===== src/rtl/core/csp_pkg.sv =====
`timescale 1ns / 1ps
package csp_pkg;

  localparam int CountW   = 16;
  localparam int DeltaW   = 15;
  localparam int LenW     = 8;
  localparam int SumW     = 16;
  localparam int NumW     = DeltaW + LenW;
  localparam int QuoW     = 8;
  localparam int PosW     = 8;
  localparam int AddrW    = 5;
  localparam int DataW    = 32;
  localparam int SubCntW  = $clog2(CountW);
  localparam int DivCntW  = $clog2(QuoW);

  localparam logic [LenW-1:0]   SliderUnits  = 8'd40;
  localparam logic [CountW-1:0] LowLimitRst  = 16'd10;
  localparam logic [CountW-1:0] HighLimitRst = 16'd100;

  typedef enum logic [2:0] {
    REG_BASE0  = 3'd0,
    REG_BASE1  = 3'd1,
    REG_LOW0   = 3'd2,
    REG_HIGH0  = 3'd3,
    REG_LOW1   = 3'd4,
    REG_HIGH1  = 3'd5
  } reg_idx_t;

  typedef struct packed {
    logic [CountW-1:0] baseline0;
    logic [CountW-1:0] baseline1;
    logic [CountW-1:0] low0;
    logic [CountW-1:0] high0;
    logic [CountW-1:0] low1;
    logic [CountW-1:0] high1;
  } cfg_t;

  typedef enum logic [4:0] {
    ST_IDLE = 5'b00001,
    ST_SUB  = 5'b00010,
    ST_MUL  = 5'b00100,
    ST_DIV  = 5'b01000,
    ST_DONE = 5'b10000
  } state_t;

endpackage


===== src/rtl/core/csp_in_if.sv =====
`timescale 1ns / 1ps
interface csp_in_if;
  logic                        valid;
  logic                        ready;
  logic [csp_pkg::CountW-1:0]  scan_count;

  modport source (output valid, output scan_count, input ready);
  modport sink   (input valid, input scan_count, output ready);
endinterface


===== src/rtl/core/csp_out_if.sv =====
`timescale 1ns / 1ps
interface csp_out_if;
  logic                        valid;
  logic                        ready;
  logic                        scanned_electrode;
  logic                        next_electrode;
  logic [csp_pkg::DeltaW-1:0]  electrode_delta;
  logic                        touched;
  logic [csp_pkg::PosW-1:0]    position;

  modport source (output valid, output scanned_electrode, output next_electrode,
                  output electrode_delta, output touched, output position,
                  input ready);
  modport sink   (input valid, input scanned_electrode, input next_electrode,
                  input electrode_delta, input touched, input position,
                  output ready);
endinterface


===== src/rtl/core/capacitive_slider_position.sv =====
`timescale 1ns / 1ps
// a new request is accepted only in the idle state, once the previous result has been
//   loaded into the output register, so it waits on the bit-serial baseline subtract
//   and the 8-step serial dividers
// reset (rst_n, synchronous, active low): both deltas cleared, electrode 0 next,
//   registers at their reset values, output channel empty
module capacitive_slider_position (
  input  logic                       clk,
  input  logic                       rst_n,
  csp_in_if.sink                     in_ch,
  csp_out_if.source                  out_ch,
  input  logic                       psel,
  input  logic                       penable,
  input  logic                       pwrite,
  input  logic [csp_pkg::AddrW-1:0]  paddr,
  input  logic [csp_pkg::DataW-1:0]  pwdata,
  output logic [csp_pkg::DataW-1:0]  prdata,
  output logic                       pready
);

  csp_pkg::cfg_t               cfg;
  csp_pkg::state_t             state_r;
  csp_pkg::state_t             state_nxt;
  logic                        cur_e_r;
  logic                        scan_e_r;
  logic [csp_pkg::DeltaW-1:0]  delta_r [2];
  logic                        touched_r;
  logic                        accept;
  logic                        sub_done;
  logic [csp_pkg::CountW-1:0]  sub_diff;
  logic [csp_pkg::DeltaW-1:0]  delta_new;
  logic                        touched;
  logic [csp_pkg::SumW-1:0]    sum;
  logic [csp_pkg::NumW-1:0]    num0;
  logic [csp_pkg::NumW-1:0]    num1;
  logic                        div_start;
  logic                        div0_done;
  logic                        div1_done;
  logic [csp_pkg::QuoW-1:0]    quo0;
  logic [csp_pkg::QuoW-1:0]    quo1;
  logic [csp_pkg::QuoW:0]      pos_sum;
  logic                        out_load;
  logic                        out_valid_r;
  logic                        out_e_r;
  logic [csp_pkg::DeltaW-1:0]  out_delta_r;
  logic                        out_touched_r;
  logic [csp_pkg::PosW-1:0]    out_pos_r;

  csp_regs u_regs (
    .clk     (clk),
    .rst_n   (rst_n),
    .psel    (psel),
    .penable (penable),
    .pwrite  (pwrite),
    .paddr   (paddr),
    .pwdata  (pwdata),
    .prdata  (prdata),
    .pready  (pready),
    .cfg     (cfg)
  );

  assign in_ch.ready = (state_r == csp_pkg::ST_IDLE);
  assign accept      = in_ch.valid && in_ch.ready;

  csp_sersub u_sub (
    .clk   (clk),
    .rst_n (rst_n),
    .start (accept),
    .a     (in_ch.scan_count),
    .b     (cur_e_r ? cfg.baseline1 : cfg.baseline0),
    .done  (sub_done),
    .diff  (sub_diff)
  );

  // positive as signed keeps the value, otherwise zero
  assign delta_new = (sub_diff != '0 && !sub_diff[csp_pkg::CountW-1])
                     ? sub_diff[csp_pkg::DeltaW-1:0] : '0;

  assign touched = (csp_pkg::CountW'(delta_r[0]) > cfg.high0 &&
                    csp_pkg::CountW'(delta_r[1]) > cfg.low1) ||
                   (csp_pkg::CountW'(delta_r[1]) > cfg.high1 &&
                    csp_pkg::CountW'(delta_r[0]) > cfg.low0);
  assign sum  = csp_pkg::SumW'(delta_r[0]) + csp_pkg::SumW'(delta_r[1]);
  assign num0 = csp_pkg::NumW'(delta_r[0]) * csp_pkg::NumW'(csp_pkg::SliderUnits);
  assign num1 = csp_pkg::NumW'(delta_r[1]) * csp_pkg::NumW'(csp_pkg::SliderUnits);
  assign div_start = (state_r == csp_pkg::ST_MUL);

  csp_div u_div0 (
    .clk   (clk),
    .rst_n (rst_n),
    .start (div_start),
    .num   (num0),
    .den   (sum),
    .done  (div0_done),
    .quo   (quo0)
  );

  csp_div u_div1 (
    .clk   (clk),
    .rst_n (rst_n),
    .start (div_start),
    .num   (num1),
    .den   (sum),
    .done  (div1_done),
    .quo   (quo1)
  );

  assign pos_sum  = ({1'b0, csp_pkg::SliderUnits} - {1'b0, quo0}) + {1'b0, quo1};
  assign out_load = (state_r == csp_pkg::ST_DONE) && (!out_valid_r || out_ch.ready);

  always_comb begin
    state_nxt = state_r;
    unique case (state_r)
      csp_pkg::ST_IDLE: if (accept)    state_nxt = csp_pkg::ST_SUB;
      csp_pkg::ST_SUB:  if (sub_done)  state_nxt = csp_pkg::ST_MUL;
      csp_pkg::ST_MUL:                 state_nxt = csp_pkg::ST_DIV;
      csp_pkg::ST_DIV:  if (div0_done) state_nxt = csp_pkg::ST_DONE;
      csp_pkg::ST_DONE: if (out_load)  state_nxt = csp_pkg::ST_IDLE;
      default:                         state_nxt = csp_pkg::ST_IDLE;
    endcase
  end

  always_ff @(posedge clk) begin
    if (!rst_n) begin
      state_r     <= csp_pkg::ST_IDLE;
      cur_e_r     <= 1'b0;
      delta_r[0]  <= '0;
      delta_r[1]  <= '0;
      out_valid_r <= 1'b0;
    end else begin
      state_r <= state_nxt;
      if (state_r == csp_pkg::ST_SUB && sub_done) begin
        delta_r[cur_e_r] <= delta_new;
        cur_e_r          <= ~cur_e_r;
      end
      if (out_load) begin
        out_valid_r <= 1'b1;
      end else if (out_ch.ready) begin
        out_valid_r <= 1'b0;
      end
    end
  end

  always_ff @(posedge clk) begin
    if (accept) begin
      scan_e_r <= cur_e_r;
    end
    if (state_r == csp_pkg::ST_MUL) begin
      touched_r <= touched;
    end
    if (out_load) begin
      out_e_r       <= scan_e_r;
      out_delta_r   <= delta_r[scan_e_r];
      out_touched_r <= touched_r;
      out_pos_r     <= touched_r ? pos_sum[csp_pkg::QuoW:1] : '0;
    end
  end

  assign out_ch.valid             = out_valid_r;
  assign out_ch.scanned_electrode = out_e_r;
  assign out_ch.next_electrode    = ~out_e_r;
  assign out_ch.electrode_delta   = out_delta_r;
  assign out_ch.touched           = out_touched_r;
  assign out_ch.position          = out_pos_r;

  a_pos_zero_untouched: assert property (@(posedge clk) disable iff (!rst_n)
    out_ch.valid |-> (out_ch.touched || out_ch.position == '0))
    else $error("position set without a touch");

  a_pos_range: assert property (@(posedge clk) disable iff (!rst_n)
    out_ch.valid |-> (out_ch.position <= csp_pkg::SliderUnits))
    else $error("position beyond slider length");

  a_dividers_aligned: assert property (@(posedge clk) disable iff (!rst_n)
    div0_done == div1_done)
    else $error("dividers out of step");

  a_load_from_done: assert property (@(posedge clk) disable iff (!rst_n)
    out_load |=> (state_r == csp_pkg::ST_IDLE && out_valid_r))
    else $error("result load did not complete");

endmodule


===== src/rtl/core/csp_regs.sv =====
`timescale 1ns / 1ps
module csp_regs (
  input  logic                       clk,
  input  logic                       rst_n,
  input  logic                       psel,
  input  logic                       penable,
  input  logic                       pwrite,
  input  logic [csp_pkg::AddrW-1:0]  paddr,
  input  logic [csp_pkg::DataW-1:0]  pwdata,
  output logic [csp_pkg::DataW-1:0]  prdata,
  output logic                       pready,
  output csp_pkg::cfg_t              cfg
);

  csp_pkg::cfg_t     cfg_r;
  csp_pkg::reg_idx_t idx;
  logic              wr_en;

  assign idx    = csp_pkg::reg_idx_t'(paddr[csp_pkg::AddrW-1:2]);
  assign pready = 1'b1;
  assign wr_en  = psel && penable && pwrite && pready;
  assign cfg    = cfg_r;

  always_ff @(posedge clk) begin
    if (!rst_n) begin
      cfg_r.baseline0 <= '0;
      cfg_r.baseline1 <= '0;
      cfg_r.low0      <= csp_pkg::LowLimitRst;
      cfg_r.high0     <= csp_pkg::HighLimitRst;
      cfg_r.low1      <= csp_pkg::LowLimitRst;
      cfg_r.high1     <= csp_pkg::HighLimitRst;
    end else if (wr_en) begin
      unique case (idx)
        csp_pkg::REG_BASE0: cfg_r.baseline0 <= pwdata[csp_pkg::CountW-1:0];
        csp_pkg::REG_BASE1: cfg_r.baseline1 <= pwdata[csp_pkg::CountW-1:0];
        csp_pkg::REG_LOW0:  cfg_r.low0      <= pwdata[csp_pkg::CountW-1:0];
        csp_pkg::REG_HIGH0: cfg_r.high0     <= pwdata[csp_pkg::CountW-1:0];
        csp_pkg::REG_LOW1:  cfg_r.low1      <= pwdata[csp_pkg::CountW-1:0];
        csp_pkg::REG_HIGH1: cfg_r.high1     <= pwdata[csp_pkg::CountW-1:0];
        default: ;
      endcase
    end
  end

  always_comb begin
    prdata = '0;
    unique case (idx)
      csp_pkg::REG_BASE0: prdata = csp_pkg::DataW'(cfg_r.baseline0);
      csp_pkg::REG_BASE1: prdata = csp_pkg::DataW'(cfg_r.baseline1);
      csp_pkg::REG_LOW0:  prdata = csp_pkg::DataW'(cfg_r.low0);
      csp_pkg::REG_HIGH0: prdata = csp_pkg::DataW'(cfg_r.high0);
      csp_pkg::REG_LOW1:  prdata = csp_pkg::DataW'(cfg_r.low1);
      csp_pkg::REG_HIGH1: prdata = csp_pkg::DataW'(cfg_r.high1);
      default:            prdata = '0;
    endcase
  end

endmodule


===== src/rtl/core/csp_sersub.sv =====
`timescale 1ns / 1ps
module csp_sersub (
  input  logic                        clk,
  input  logic                        rst_n,
  input  logic                        start,
  input  logic [csp_pkg::CountW-1:0]  a,
  input  logic [csp_pkg::CountW-1:0]  b,
  output logic                        done,
  output logic [csp_pkg::CountW-1:0]  diff
);

  logic                         busy_r;
  logic                         done_r;
  logic [csp_pkg::SubCntW-1:0]  cnt_r;
  logic [csp_pkg::CountW-1:0]   a_r;
  logic [csp_pkg::CountW-1:0]   b_r;
  logic [csp_pkg::CountW-1:0]   diff_r;
  logic                         borrow_r;
  logic                         dbit;
  logic                         bout;

  // one bit per cycle, lsb first
  assign dbit = a_r[0] ^ b_r[0] ^ borrow_r;
  assign bout = (~a_r[0] & b_r[0]) | (~(a_r[0] ^ b_r[0]) & borrow_r);

  always_ff @(posedge clk) begin
    if (!rst_n) begin
      busy_r <= 1'b0;
      done_r <= 1'b0;
    end else begin
      done_r <= 1'b0;
      if (start) begin
        busy_r <= 1'b1;
      end else if (busy_r && cnt_r == csp_pkg::SubCntW'(csp_pkg::CountW - 1)) begin
        busy_r <= 1'b0;
        done_r <= 1'b1;
      end
    end
  end

  always_ff @(posedge clk) begin
    if (start) begin
      a_r      <= a;
      b_r      <= b;
      borrow_r <= 1'b0;
      cnt_r    <= '0;
    end else if (busy_r) begin
      a_r      <= a_r >> 1;
      b_r      <= b_r >> 1;
      diff_r   <= {dbit, diff_r[csp_pkg::CountW-1:1]};
      borrow_r <= bout;
      cnt_r    <= cnt_r + 1'b1;
    end
  end

  assign done = done_r;
  assign diff = diff_r;

endmodule


===== src/rtl/core/csp_div.sv =====
`timescale 1ns / 1ps
module csp_div (
  input  logic                       clk,
  input  logic                       rst_n,
  input  logic                       start,
  input  logic [csp_pkg::NumW-1:0]   num,
  input  logic [csp_pkg::SumW-1:0]   den,
  output logic                       done,
  output logic [csp_pkg::QuoW-1:0]   quo
);

  logic                         busy_r;
  logic                         done_r;
  logic [csp_pkg::DivCntW-1:0]  cnt_r;
  logic [csp_pkg::SumW-1:0]     rem_r;
  logic [csp_pkg::QuoW-1:0]     num_r;
  logic [csp_pkg::SumW-1:0]     den_r;
  logic [csp_pkg::QuoW-1:0]     quo_r;
  logic [csp_pkg::SumW:0]       trial;
  logic [csp_pkg::SumW:0]       less;
  logic                         fits;

  // restoring division, one quotient bit per cycle; upper dividend bits stay below den
  assign trial = {rem_r, num_r[csp_pkg::QuoW-1]};
  assign less  = trial - {1'b0, den_r};
  assign fits  = trial >= {1'b0, den_r};

  always_ff @(posedge clk) begin
    if (!rst_n) begin
      busy_r <= 1'b0;
      done_r <= 1'b0;
    end else begin
      done_r <= 1'b0;
      if (start) begin
        busy_r <= 1'b1;
      end else if (busy_r && cnt_r == csp_pkg::DivCntW'(csp_pkg::QuoW - 1)) begin
        busy_r <= 1'b0;
        done_r <= 1'b1;
      end
    end
  end

  always_ff @(posedge clk) begin
    if (start) begin
      rem_r <= csp_pkg::SumW'(num[csp_pkg::NumW-1:csp_pkg::QuoW]);
      num_r <= num[csp_pkg::QuoW-1:0];
      den_r <= den;
      cnt_r <= '0;
    end else if (busy_r) begin
      rem_r <= fits ? less[csp_pkg::SumW-1:0] : trial[csp_pkg::SumW-1:0];
      num_r <= num_r << 1;
      quo_r <= {quo_r[csp_pkg::QuoW-2:0], fits};
      cnt_r <= cnt_r + 1'b1;
    end
  end

  assign done = done_r;
  assign quo  = quo_r;

endmodule

===== src/flat_wrapper.sv =====
// flat-port wrapper written by rule: the top's interface ports become plain ports
module capacitive_slider_position_flat 
  (clk, rst_n, psel, penable, pwrite, paddr, pwdata, prdata, pready, in_ch_valid, in_ch_scan_count, in_ch_ready, out_ch_valid, out_ch_scanned_electrode, out_ch_next_electrode, out_ch_electrode_delta, out_ch_touched, out_ch_position, out_ch_ready);
  csp_in_if in_ch_i ();
  csp_out_if out_ch_i ();
  input  logic clk;
  input  logic rst_n;
  input  logic psel;
  input  logic penable;
  input  logic pwrite;
  input  logic [csp_pkg::AddrW-1:0] paddr;
  input  logic [csp_pkg::DataW-1:0] pwdata;
  output logic [csp_pkg::DataW-1:0] prdata;
  output logic pready;
  input wire logic [$bits(in_ch_i.valid)-1:0] in_ch_valid;
  input wire logic [$bits(in_ch_i.scan_count)-1:0] in_ch_scan_count;
  output wire logic [$bits(in_ch_i.ready)-1:0] in_ch_ready;
  output wire logic [$bits(out_ch_i.valid)-1:0] out_ch_valid;
  output wire logic [$bits(out_ch_i.scanned_electrode)-1:0] out_ch_scanned_electrode;
  output wire logic [$bits(out_ch_i.next_electrode)-1:0] out_ch_next_electrode;
  output wire logic [$bits(out_ch_i.electrode_delta)-1:0] out_ch_electrode_delta;
  output wire logic [$bits(out_ch_i.touched)-1:0] out_ch_touched;
  output wire logic [$bits(out_ch_i.position)-1:0] out_ch_position;
  input wire logic [$bits(out_ch_i.ready)-1:0] out_ch_ready;
  assign in_ch_i.valid = in_ch_valid;
  assign in_ch_i.scan_count = in_ch_scan_count;
  assign in_ch_ready = in_ch_i.ready;
  assign out_ch_valid = out_ch_i.valid;
  assign out_ch_scanned_electrode = out_ch_i.scanned_electrode;
  assign out_ch_next_electrode = out_ch_i.next_electrode;
  assign out_ch_electrode_delta = out_ch_i.electrode_delta;
  assign out_ch_touched = out_ch_i.touched;
  assign out_ch_position = out_ch_i.position;
  assign out_ch_i.ready = out_ch_ready;
  capacitive_slider_position u_core (.clk(clk), .rst_n(rst_n), .in_ch(in_ch_i), .out_ch(out_ch_i), .psel(psel), .penable(penable), .pwrite(pwrite), .paddr(paddr), .pwdata(pwdata), .prdata(prdata), .pready(pready));
endmodule

===== config.mk =====
export PLATFORM = sky130hd
export DESIGN_NAME = capacitive_slider_position_flat
export DESIGN_NICKNAME = d
export VERILOG_FILES = /design/src/rtl/core/csp_pkg.sv /design/src/rtl/core/csp_in_if.sv /design/src/rtl/core/csp_out_if.sv /design/src/rtl/core/capacitive_slider_position.sv /design/src/rtl/core/csp_regs.sv /design/src/rtl/core/csp_sersub.sv /design/src/rtl/core/csp_div.sv /design/src/flat_wrapper.sv
export SDC_FILE = /design/constraint.sdc
export NUM_CORES = 1
export LEC_CHECK = 0
export BUFFER_PORTS_ARGS = -buffer_cell sky130_fd_sc_hd__buf_4
export CAP_MARGIN = 10
export CORE_AREA = 2 2 173 175
export DETAILED_ROUTE_END_ITERATION = 10
export DIE_AREA = 0 0 175 177
export GPL_TIMING_DRIVEN = 1
export HOLD_SLACK_MARGIN = 0.1
export PLACE_DENSITY = 0.81
export SLEW_MARGIN = 20
export SYNTH_ARGS = -nofsm -noshare
export SYNTH_HDL_FRONTEND = slang
export SYNTH_SLANG_ARGS = --single-unit

===== constraint.sdc =====
create_clock -name clk -period 3.2 [get_ports clk]
set_input_delay 0.16 -clock clk [delete_from_list [all_inputs] [get_ports clk]]
set_output_delay 0.16 -clock clk [all_outputs]
set_load 0.05 [all_outputs]

==> impl_metrics.tcl, run 1 <==
set metrics [dict create \
    outcome "finished, final reports clean" \
    clkPwrFrac 0.416 \
    vias 13970 \
    seqPwrFrac 0.472 \
    grt_use_total 0.2872 \
    end_kind "register" \
    fmax_ghz 0.3353 \
    die_w_um 175 \
    nets 2203 \
    cts_resized 0 \
    yosysWarnings 0 \
    cp_max_fo 3 \
    firstDrtPassIters 5 \
    grt_max_degree 98 \
    synth_cell_types 72 \
    peakVddDrop_uv 473.0 \
    reg2reg_from "u_core.delta_r[0][3]" \
    yosys.area.top_type "edfxtp_1" \
    htreeDepth 1 \
    post_drt_via_cell_ratio 5.885 \
    finalSetupViolCount 0 \
    maxSlewViolCount 0 \
    worstSkewPairLatency_ns 0.59 \
    fp-row-count 63 \
    p_int_mw 6.927 \
    synthFlopType "edfxtp_1" \
    tightest_slew_ns 0.9133 \
    cts.root.buffer_cell "clkbuf_16" \
    synthArstFlopShare 0 \
    diodes 0 \
    clock_sinks 298 \
    clkTransAtPathRegs_ns 0.06 \
    synth_top_cells_by_area "edfxtp_1 (29%), dfxtp_1 (14%), ha_1 (13%), nand2_1 (6.8%), a21boi_0 (3.8%)" \
    p_total_mw 9.211 \
    start_util 0.6089 \
    drive_above_1_share 0.1034 \
    startpoint "u_core.delta_r[0][3]" \
    grt_pass1_wl_um 71060 \
    ioPinCount 121 \
    die_y_um 177 \
    p_sw_frac 0.2480 \
    syn_area_mm2 0.01781 \
    slew_headroom 0.3908 \
    pwr-share-comb 0.112 \
    timing.final.hold_violations 0 \
    clk_path_buf_depth 3 \
    cts_tree "yes" \
    placed_area_mm2 0.01881 \
    syn_area_per_cell_um2 9.646 \
    worst_clock_skew_ns 0.01140 \
    ant_nets 0 \
    areaGrowthSynthToFinish_pct 13.83 \
    wl_per_cell_um 18.84 \
    hold_start "in_ch_scan_count[14]" \
    required_ns 3.52 \
    cts_buffers 31 \
    drv_cap 0 \
    syn_inst 1846 \
    ys_seq_area_frac 0.4323 \
    final_area_mm2 0.02027 \
    place_congestion 0.9314 \
    min-delay-path-class "in2reg" \
    arrival_ns 3.30 \
    dieArea_mm2 0.03098 \
    dp_hpwl_um 32200 \
    p_per_area_mw_per_mm2 454.5 \
    route.detailed.drc 0 \
    p_sw_mw 2.285 \
    tns_ns 0 \
    portBuffers 85 \
    critPathKind "reg2reg" \
    antenna_found_initial 0 \
    core_mm2 0.02924 \
    synth_edf_count 173 \
    overflow 0 \
    synth.top_cell.area_share 0.2917 \
    power.leakage_nw 8.305 \
    drt_iter0_drc 1090 \
    grt_pass1_vias 13540 \
    routed_wl_um 44700 \
    ys_seq_elements 298 \
    startpoint_type "register" \
    period_minus_slack_ns 2.982 \
    fin_crit_sh 0.9319 \
]
-- metrics by stage --
step	util	setup slack, ns	cells	hold WS, ns
CTS	0.6929	0.2377	2372	0.3570
global placement	0.6433	0.3108	2278	0.4194
floorplan	-	0.4333	1861	0.2986
detailed placement	0.6433	0.2494	2278	0.4234
global route	0.6931	-0.0007012	2373	0.3941
finish	0.6931	0.2179	2373	0.3757
-- cells by family (layout without fill, tap and decap cells) --
logic type	after synthesis	in the layout	share of synthesized area
compound gates	447	447	0.1701
xor+xnor	67	67	0.03295
fa+ha+maj	185	185	0.1329
buf+inv	215	337	0.05017
flops	298	298	0.4323
mux	54	54	0.03141
other cells	2	17	0.0004217
simple gates	578	578	0.1497
-- power groups by stage --
stage,Sequential [mW],Clock [mW],Combinational (mW)
CTS,4.34,3.88,1.01
global placement,4.42,0,0.936
global route,4.36,4.03,1.14
finish,4.35,3.84,1.03
detailed placement,4.43,0,0.971
floorplan,4.38,0,0.729
-- sequential cells by signal, summed over array words and instances (netlist names), 15 cells and up --
register and cells:
u_core.u_regs.cfg 96, u_core.delta_r 30, u_core.u_div0.den_r 16, u_core.u_div0.rem_r 16, u_core.u_div1.rem_r 16, u_core.u_sub.a_r 16, u_core.u_sub.b_r 16, u_core.u_sub.diff 16
u_core.out_ch.electrode_delta 15
-- worst max-delay path, stage by stage, from the launching register on --
cell and delay, ns:
edfxtp_1 0.43, ha_1 0.30, ha_1 0.24, inv_1 0.08, fa_1 0.20, nor2b_1 0.06, o31a_1 0.27, o211ai_1 0.18
a31oi_1 0.15, a21o_1 0.22, or3_1 0.32, o2111ai_1 0.16, o31ai_1 0.12
-- area by class of cell --
cell class,instances,area [um^2]
Inverter,125,469.2
Clock buffer,42,880.8
Multi-Input combinational cell,1348,9280
Fill cell,2152,8975
Timing Repair Buffer,154,1246
Clock inverter,16,207.7
Tap cell,390,488.0
Sequential cell,298,7697
-- synth_stat cells, types with 9 or more instances --
cell / count
xnor2_1: 45
a22oi_1: 49
clkbuf_1: 60
a21oi_1: 74
inv_1: 125
nor2b_1: 20
nand2b_1: 16
and2_1: 49
dfxtp_1: 125
ha_1: 178
edfxtp_1: 173
mux2i_1: 39
xor2_1: 22
nor2_1: 67
nand2_1: 324
o21a_1: 17
nand4_1: 16
a21boi_0: 91
a211oi_1: 9
o211ai_1: 20
nor3_1: 10
mux2_2: 15
a21o_1: 42
nand3_1: 28
o21ai_0: 79
buf_4: 19
o21bai_1: 9
-- layer usage --
layer  vias up  routed length, um  global-route usage
li1       6760                  -                   -
met1      6612              18940              0.3759
met2       496              21140              0.4906
met3        97               2829             0.03716
met4         0               1795              0.1045
met5         -                  0                   0
-- worst paths after layout --
path / endpoint / slack, ns / cells past startpoint
worst max-delay path: u_core.u_div0.rem_r[12] / 0.22 / 12
worst min-delay path: u_core.u_sub.a_r[14] / 0.38 / 4
worst max register to register: u_core.u_div0.rem_r[12] / 0.22 / 12
worst min register to register: u_core.u_div1.quo[6] / 0.45 / 0
-- placed cells by master, fill, tap and decap left out, types with 16 or more instances in the layout --
master / n
conb_1: 17
o211ai_1: 20
nand3_1: 27
and2_1: 49
a21oi_1: 74
o21ai_0: 77
clkbuf_16: 31
buf_4: 118
xnor2_1: 45
a21boi_0: 91
a22oi_1: 49
inv_1: 124
o21a_1: 17
dfxtp_1: 125
nand2_1: 324
a21o_1: 42
nand2b_1: 16
dlygate4sd3_1: 36
edfxtp_1: 173
nor2_1: 67
ha_1: 178
xor2_1: 22
nor2b_1: 19
nand4_1: 16
mux2i_1: 39
-- repair_timing --
action                     4_1_cts  5_1_grt
hold endpoints to repair       123        0
setup buffers                    0        1
hold buffers                    36        0
setup endpoints to repair        0        1
No activity file was read; power rests on OpenSTA's default activity.
==> run 2, diff against run 1 <==
- CORE_AREA: 2 2 173 175 -> 2 2 180 182
- DIE_AREA: 0 0 175 177 -> 0 0 182 184
- SYNTH_HIERARCHICAL: not set -> 1
==> run 2 against run 1 <==
Net effect:
- die area grew 8.1%
- largest cell class unchanged
- hold slack got worse by 0.26 ns
- routed wire length increased by 7.0%
- combinational power increased by 6%
- first-iteration DRC count grew 2.4%
==> impl_metrics.tcl, run 2 <==
set metrics [dict create \
    core_mm2 0.03139 \
    drt_iter0_drc 1116 \
    startpoint "u_core/delta_r[1][3]" \
    fp-row-count 65 \
    cts_buffers 36 \
    startpoint_type "register" \
    min-delay-path-class "in2reg" \
    clock_sinks 320 \
    fin_crit_sh 0.9640 \
    rrSetupSlack_ns 0.12 \
    maxSlewViolCount 0 \
    p_per_area_mw_per_mm2 447.5 \
    power.leakage_nw 9.050 \
    ant_nets 0 \
    fin_cells 2384 \
    arrival_ns 3.36 \
    die_w_um 182 \
    dp_hpwl_um 34660 \
    syn_inst 1810 \
    cpLargestDelayFamily "compound AO/OA/AOI/OAI gates" \
    overflow 0 \
    required_ns 3.47 \
    die_y_um 184 \
    outcome "finished, final reports clean" \
    dieArea_mm2 0.03349 \
    place_inst 2277 \
    drive_above_1_share 0.1625 \
    ioPinCount 121 \
    slowest_stage "edfxtp_1" \
    final_util 0.7005 \
    place_congestion 0.9222 \
    critPathKind "reg2reg" \
    period_minus_slack_ns 3.085 \
    setup_slack_ns 0.1151 \
    cp_max_fo 4 \
    peakVddDrop_uv 453.6 \
    hold_start "psel" \
    grt_use_total 0.2845 \
    reg2reg_from "u_core/delta_r[1][3]" \
    yosysWarnings 6 \
    htreeDepth 2 \
    worst-path-stages 13 \
    layout_common_cells "edfxtp_1 (199), ha_1 (177), nand2_1 (159), inv_1 (136), buf_4 (128)" \
    syn_area_per_cell_um2 10.69 \
    wl_per_cell_um 20.06 \
    clk_path_buf_depth 3 \
    finalSetupViolCount 0 \
    rsz0062_at_grt "true" \
    worstSkewPairLatency_ns 0.53 \
    clkTransAtPathRegs_ns 0.06 \
    nets 2199 \
    start_util 0.6162 \
    timing.critical_path.mode_cell "ha_1" \
    fmax_ghz 0.3242 \
    syn_area_mm2 0.01934 \
    tightest_slew_ns 0.8824 \
    path_cells "ha_1 > ha_1 > inv_1 > fa_1 > nor2b_1 > o31a_1 > o21ai_2 > a21oi_1 > o311a_1 > o21a_1 > and2_1 > a41oi_1 > o31ai_1" \
    reg2reg_depth 13 \
    areaGrowthSynthToFinish_pct 13.68 \
    timing.rr.end "u_core/u_div1/rem_r[12]" \
    max_stage_delay_ns 0.46 \
    hold_depth 3 \
    grt_pass1_wl_um 75800 \
    placed_area_mm2 0.02040 \
    route.detailed.drc 0 \
    cts_tree "yes" \
    antenna_found_initial 0 \
    grt_pass1_vias 14730 \
    vias 14440 \
    drv_cap 0 \
    timing.final.hold_violations 0 \
    cts.root.buffer_cell "clkbuf_16" \
    hold_path_end "u_core/u_regs/cfg[49]" \
    final_common_cell "edfxtp_1" \
    pre_cts_ws_ns 0.1043 \
    critPathBufInv 1 \
    grt_max_degree 124 \
    portBuffers 85 \
    routed_wl_um 47830 \
    firstDrtPassIters 7 \
    final_area_mm2 0.02199 \
    worst_clock_skew_ns 0.01109 \
    slew_headroom 0.4091 \
    diodes 0 \
    post_drt_via_cell_ratio 6.056 \
    end_kind "register" \
    largest_reg_flops 96 \
]
[run 2: final cells by class]
type,count,area [um^2]
multi-input cells,1290,10030
fillers,2225,9402
flip-flops and latches,320,8398
repair buffers,165,1361
clock buffers,42,953.4
inverters,141,534.3
well taps,402,503.0
clock inverters,24,214.0
[run 2: per-stage QoR]
stage	TNS [ns]	hold slack (ns)	power, mW
after global routing	-0.07935	0.1351	10.16
final	0	0.1205	9.840
after floorplan	0	0.2386	5.511
after global placement	0	0.4139	5.751
after detailed placement	0	0.4384	5.797
after CTS	0	0.1009	9.851
[run 2: worst reg2reg max path, stage by stage, from the launching register on]
cell	delay, ns
edfxtp_1	0.46
ha_1	0.32
ha_1	0.23
inv_1	0.08
fa_1	0.20
nor2b_1	0.07
o31a_1	0.30
o21ai_2	0.14
a21oi_1	0.12
o311a_1	0.33
o21a_1	0.18
and2_1	0.15
a41oi_1	0.16
o31ai_1	0.09
[run 2: worst max path at each step]
stage / to / slack (ns)
2_1_floorplan: u_core/u_div0/rem_r[12] / 0.22
3_3_place_gp: u_core/u_div1/rem_r[12] / 0.18
3_5_place_dp: u_core/u_div1/rem_r[12] / 0.10
4_1_cts: u_core/u_div1/rem_r[12] / 0.09
5_1_grt: u_core/u_div1/rem_r[12] / -0.05
6_report: u_core/u_div1/rem_r[12] / 0.12
[run 2: what timing repair did]
item                                    in CTS  in global routing
endpoints found under the setup margin       0                  4
hold endpoints to repair                    86                  0
gates resized for setup                      0                  6
hold buffers                                34                  0
buffers inserted                             0                  7
[run 2: where the power goes]
part | leakage, nW | total [mW] | switching (mW) | internal, mW
logic | 5.64 | 1.09 | 0.638 | 0.450
registers | 2.85 | 4.69 | 0.107 | 4.58
clock network | 0.556 | 4.06 | 1.73 | 2.33
total | 9.05 | 9.84 | 2.48 | 7.36
[run 2: routing by layer]
layer | track usage | vias up | wire, um
li1 | - | 6878 | -
met1 | 0.3535 | 6898 | 20110
met2 | 0.4947 | 542 | 23140
met3 | 0.03982 | 119 | 2615
met4 | 0.1284 | 0 | 1967
met5 | 0 | - | 0
==> run 3, diff against run 2 <==
- ABC_AREA: not set -> 1
- CORE_AREA: 2 2 180 182 -> 2 2 186 188
- DIE_AREA: 0 0 182 184 -> 0 0 188 190
- PLACE_DENSITY: 0.81 -> 0.82
==> run 3 against run 2 <==
Net effect:
- die area increased by 6.7%
- utilization decreased by 1.1 points
- critical path depth decreased by 3
- clock skew increased by 0.019 ns
- via count increased by 26%
- cell count increased by 38%
- power increased by 7.2%
- hold slack improved by 0.0045 ns
- first-iteration DRC count increased by 49%
- register-to-register slack improved by 0.34 ns
- combinational power increased by 40%
- design area increased by 6.4%
==> impl_metrics.tcl, run 3 <==
set metrics [dict create \
    drt_iter0_drc 1662 \
    diodes 0 \
    nets 3049 \
    met1_usage 0.3601 \
    grt_pass1_vias 17620 \
    required_ns 3.47 \
    nFillCells 2704 \
    layout_common_cells "nand2_1 (781), inv_1 (359), nor2_1 (307), nand3_1 (210), edfxtp_1 (199)" \
    critPathKind "reg2reg" \
    syn_inst 2705 \
    cts_tree "yes" \
    startpoint_type "register" \
    setup_slack_ns 0.4569 \
    worstSkewPairLatency_ns 0.53 \
    maxSlewViolCount 0 \
    cpLargestDelayFamily "adder cells" \
    firstDrtPassIters 6 \
    rsz0062_at_grt "false" \
    period_minus_slack_ns 2.743 \
    ant_nets 0 \
    largest_reg_flops 96 \
    drv_cap 0 \
    worst_clock_skew_ns 0.02964 \
    cts.root.buffer_cell "clkbuf_16" \
    grt-busiest-layer "met2" \
    outcome "finished, final reports clean" \
    grtUsageMet2 0.5362 \
    hold_buffers 35 \
    dieArea_mm2 0.03572 \
    htreeDepth 2 \
    tns_ns 0 \
    grt_use_total 0.3026 \
    cts_setup_buffers 0 \
    clkTransAtPathRegs_ns 0.06 \
    routed_wl_um 54350 \
    antenna_found_initial 0 \
    dp_hpwl_um 39160 \
    drive_above_1_share 0.1112 \
    post_drt_via_cell_ratio 5.524 \
    tightest_slew_ns 1.121 \
    power.leakage_nw 11.37 \
    ioPinCount 121 \
    finalSetupViolCount 0 \
    fp-row-count 68 \
    grt_max_degree 102 \
    cts_resized 0 \
    fmax_ghz 0.3646 \
    clk_path_buf_depth 3 \
    core_mm2 0.03395 \
    cp_max_fo 7 \
    wl_per_cell_um 16.53 \
    cts_buffers 36 \
    syn_area_mm2 0.02107 \
    pre_cts_ws_ns 0.4900 \
    vias 18160 \
    clock_sinks 320 \
    max_stage_delay_ns 0.53 \
    die_y_um 190 \
    critPathBufInv 0 \
    portBuffers 85 \
    timing.final.hold_violations 0 \
    slowest_stage "edfxtp_1" \
    syn_area_per_cell_um2 7.788 \
    end_kind "register" \
    path_cells "ha_1 > ha_1 > fa_1 > nand3_1 > nand3_1 > a21oi_1 > o21ai_0 > xor2_1 > nand2_1 > nand2_1" \
    p_per_area_mw_per_mm2 450.8 \
    start_util 0.6206 \
    overflow 0 \
    place_congestion 0.9195 \
    die_w_um 188 \
    final_common_cell "nand2_1" \
    areaGrowthSynthToFinish_pct 11.10 \
    arrival_ns 3.01 \
    yosysWarnings 6 \
    slew_headroom 0.2525 \
    fin_crit_sh 0.8572 \
    peakVddDrop_uv 388.4 \
    min-delay-path-class "in2reg" \
    route.detailed.drc 0 \
    use_met3 0.03948 \
    grt_pass1_wl_um 87100 \
]
==> run 3: changes by cell type in the layout (fill, tap and decap cells not counted), moves of 43 or more <==
| cell | before | now |
|---|---|---|
| nand2_1 | 159 | 781 |
| nor2_1 | 79 | 307 |
| inv_1 | 136 | 359 |
| nand3_1 | 19 | 210 |
| mux2i_1 | 119 | 0 |
| mux2_2 | 89 | 29 |
| and2_1 | 50 | 4 |
| o21ai_0 | 70 | 27 |
==> run 3: per-stage QoR <==
step	utilization	hold WS, ns	cells	total power, mW	cell area (um^2)
2_1_floorplan	-	0.2793	2729	6.028	21160
3_3_place_gp	0.6441	0.4202	3186	6.328	21860
3_5_place_dp	0.6441	0.4210	3186	6.398	21860
4_1_cts	0.6894	0.1087	3287	10.54	23400
5_1_grt	0.6894	0.1446	3287	10.93	23400
6_report	0.6894	0.1250	3287	10.55	23400
==> run 3: routing by layer <==
layer / up-vias / routed length [um] / share of wire
li1: 8874 / - / -
met3: 160 / 3282 / 0.060
met2: 697 / 26490 / 0.49
met1: 8426 / 21730 / 0.40
met4: 0 / 2850 / 0.052
met5: - / 0 / 0
==> run 3: worst reg2reg max path: cells and delay by family, from the launching register on <==
kind                     cells  cell delay, ns
AO/OA/AOI/OAI                2            0.40
AND/OR/NAND/NOR              4            0.36
adder cells (fa/ha/maj)      3            1.03
flip-flops                   1            0.53
XOR/XNOR                     1            0.17
==> run 3: report_power, final <==
part / internal (mW) / total, mW / switching, mW
registers: 4.68 / 4.85 / 0.174
logic: 0.497 / 1.53 / 1.03
clock network: 2.44 / 4.16 / 1.72
total: 7.62 / 10.5 / 2.93
==> run 3: final timing paths <==
path | start | cells past startpoint | to | slack [ns]
worst max-delay path | u_core/delta_r[0][1] | 10 | u_core/u_div0/rem_r[8] | 0.46
worst min-delay path | penable | 4 | u_core/u_regs/cfg[5] | 0.13
worst max register to register | u_core/delta_r[0][1] | 10 | u_core/u_div0/rem_r[8] | 0.46
worst min register to register | u_core/u_div1/quo[5] | 0 | u_core/u_div1/quo[6] | 0.45
==> run 3: area by class of cell <==
class | instances | area (um^2) | share of cell area
multi-input cells | 1935 | 10700 | 0.4571
flip-flops and latches | 320 | 8398 | 0.3588
inverters | 368 | 1390 | 0.05939
repair buffers | 143 | 1161 | 0.04961
clock buffers | 46 | 979.7 | 0.04186
well taps | 455 | 569.3 | 0.02432
clock inverters | 20 | 209.0 | 0.008928
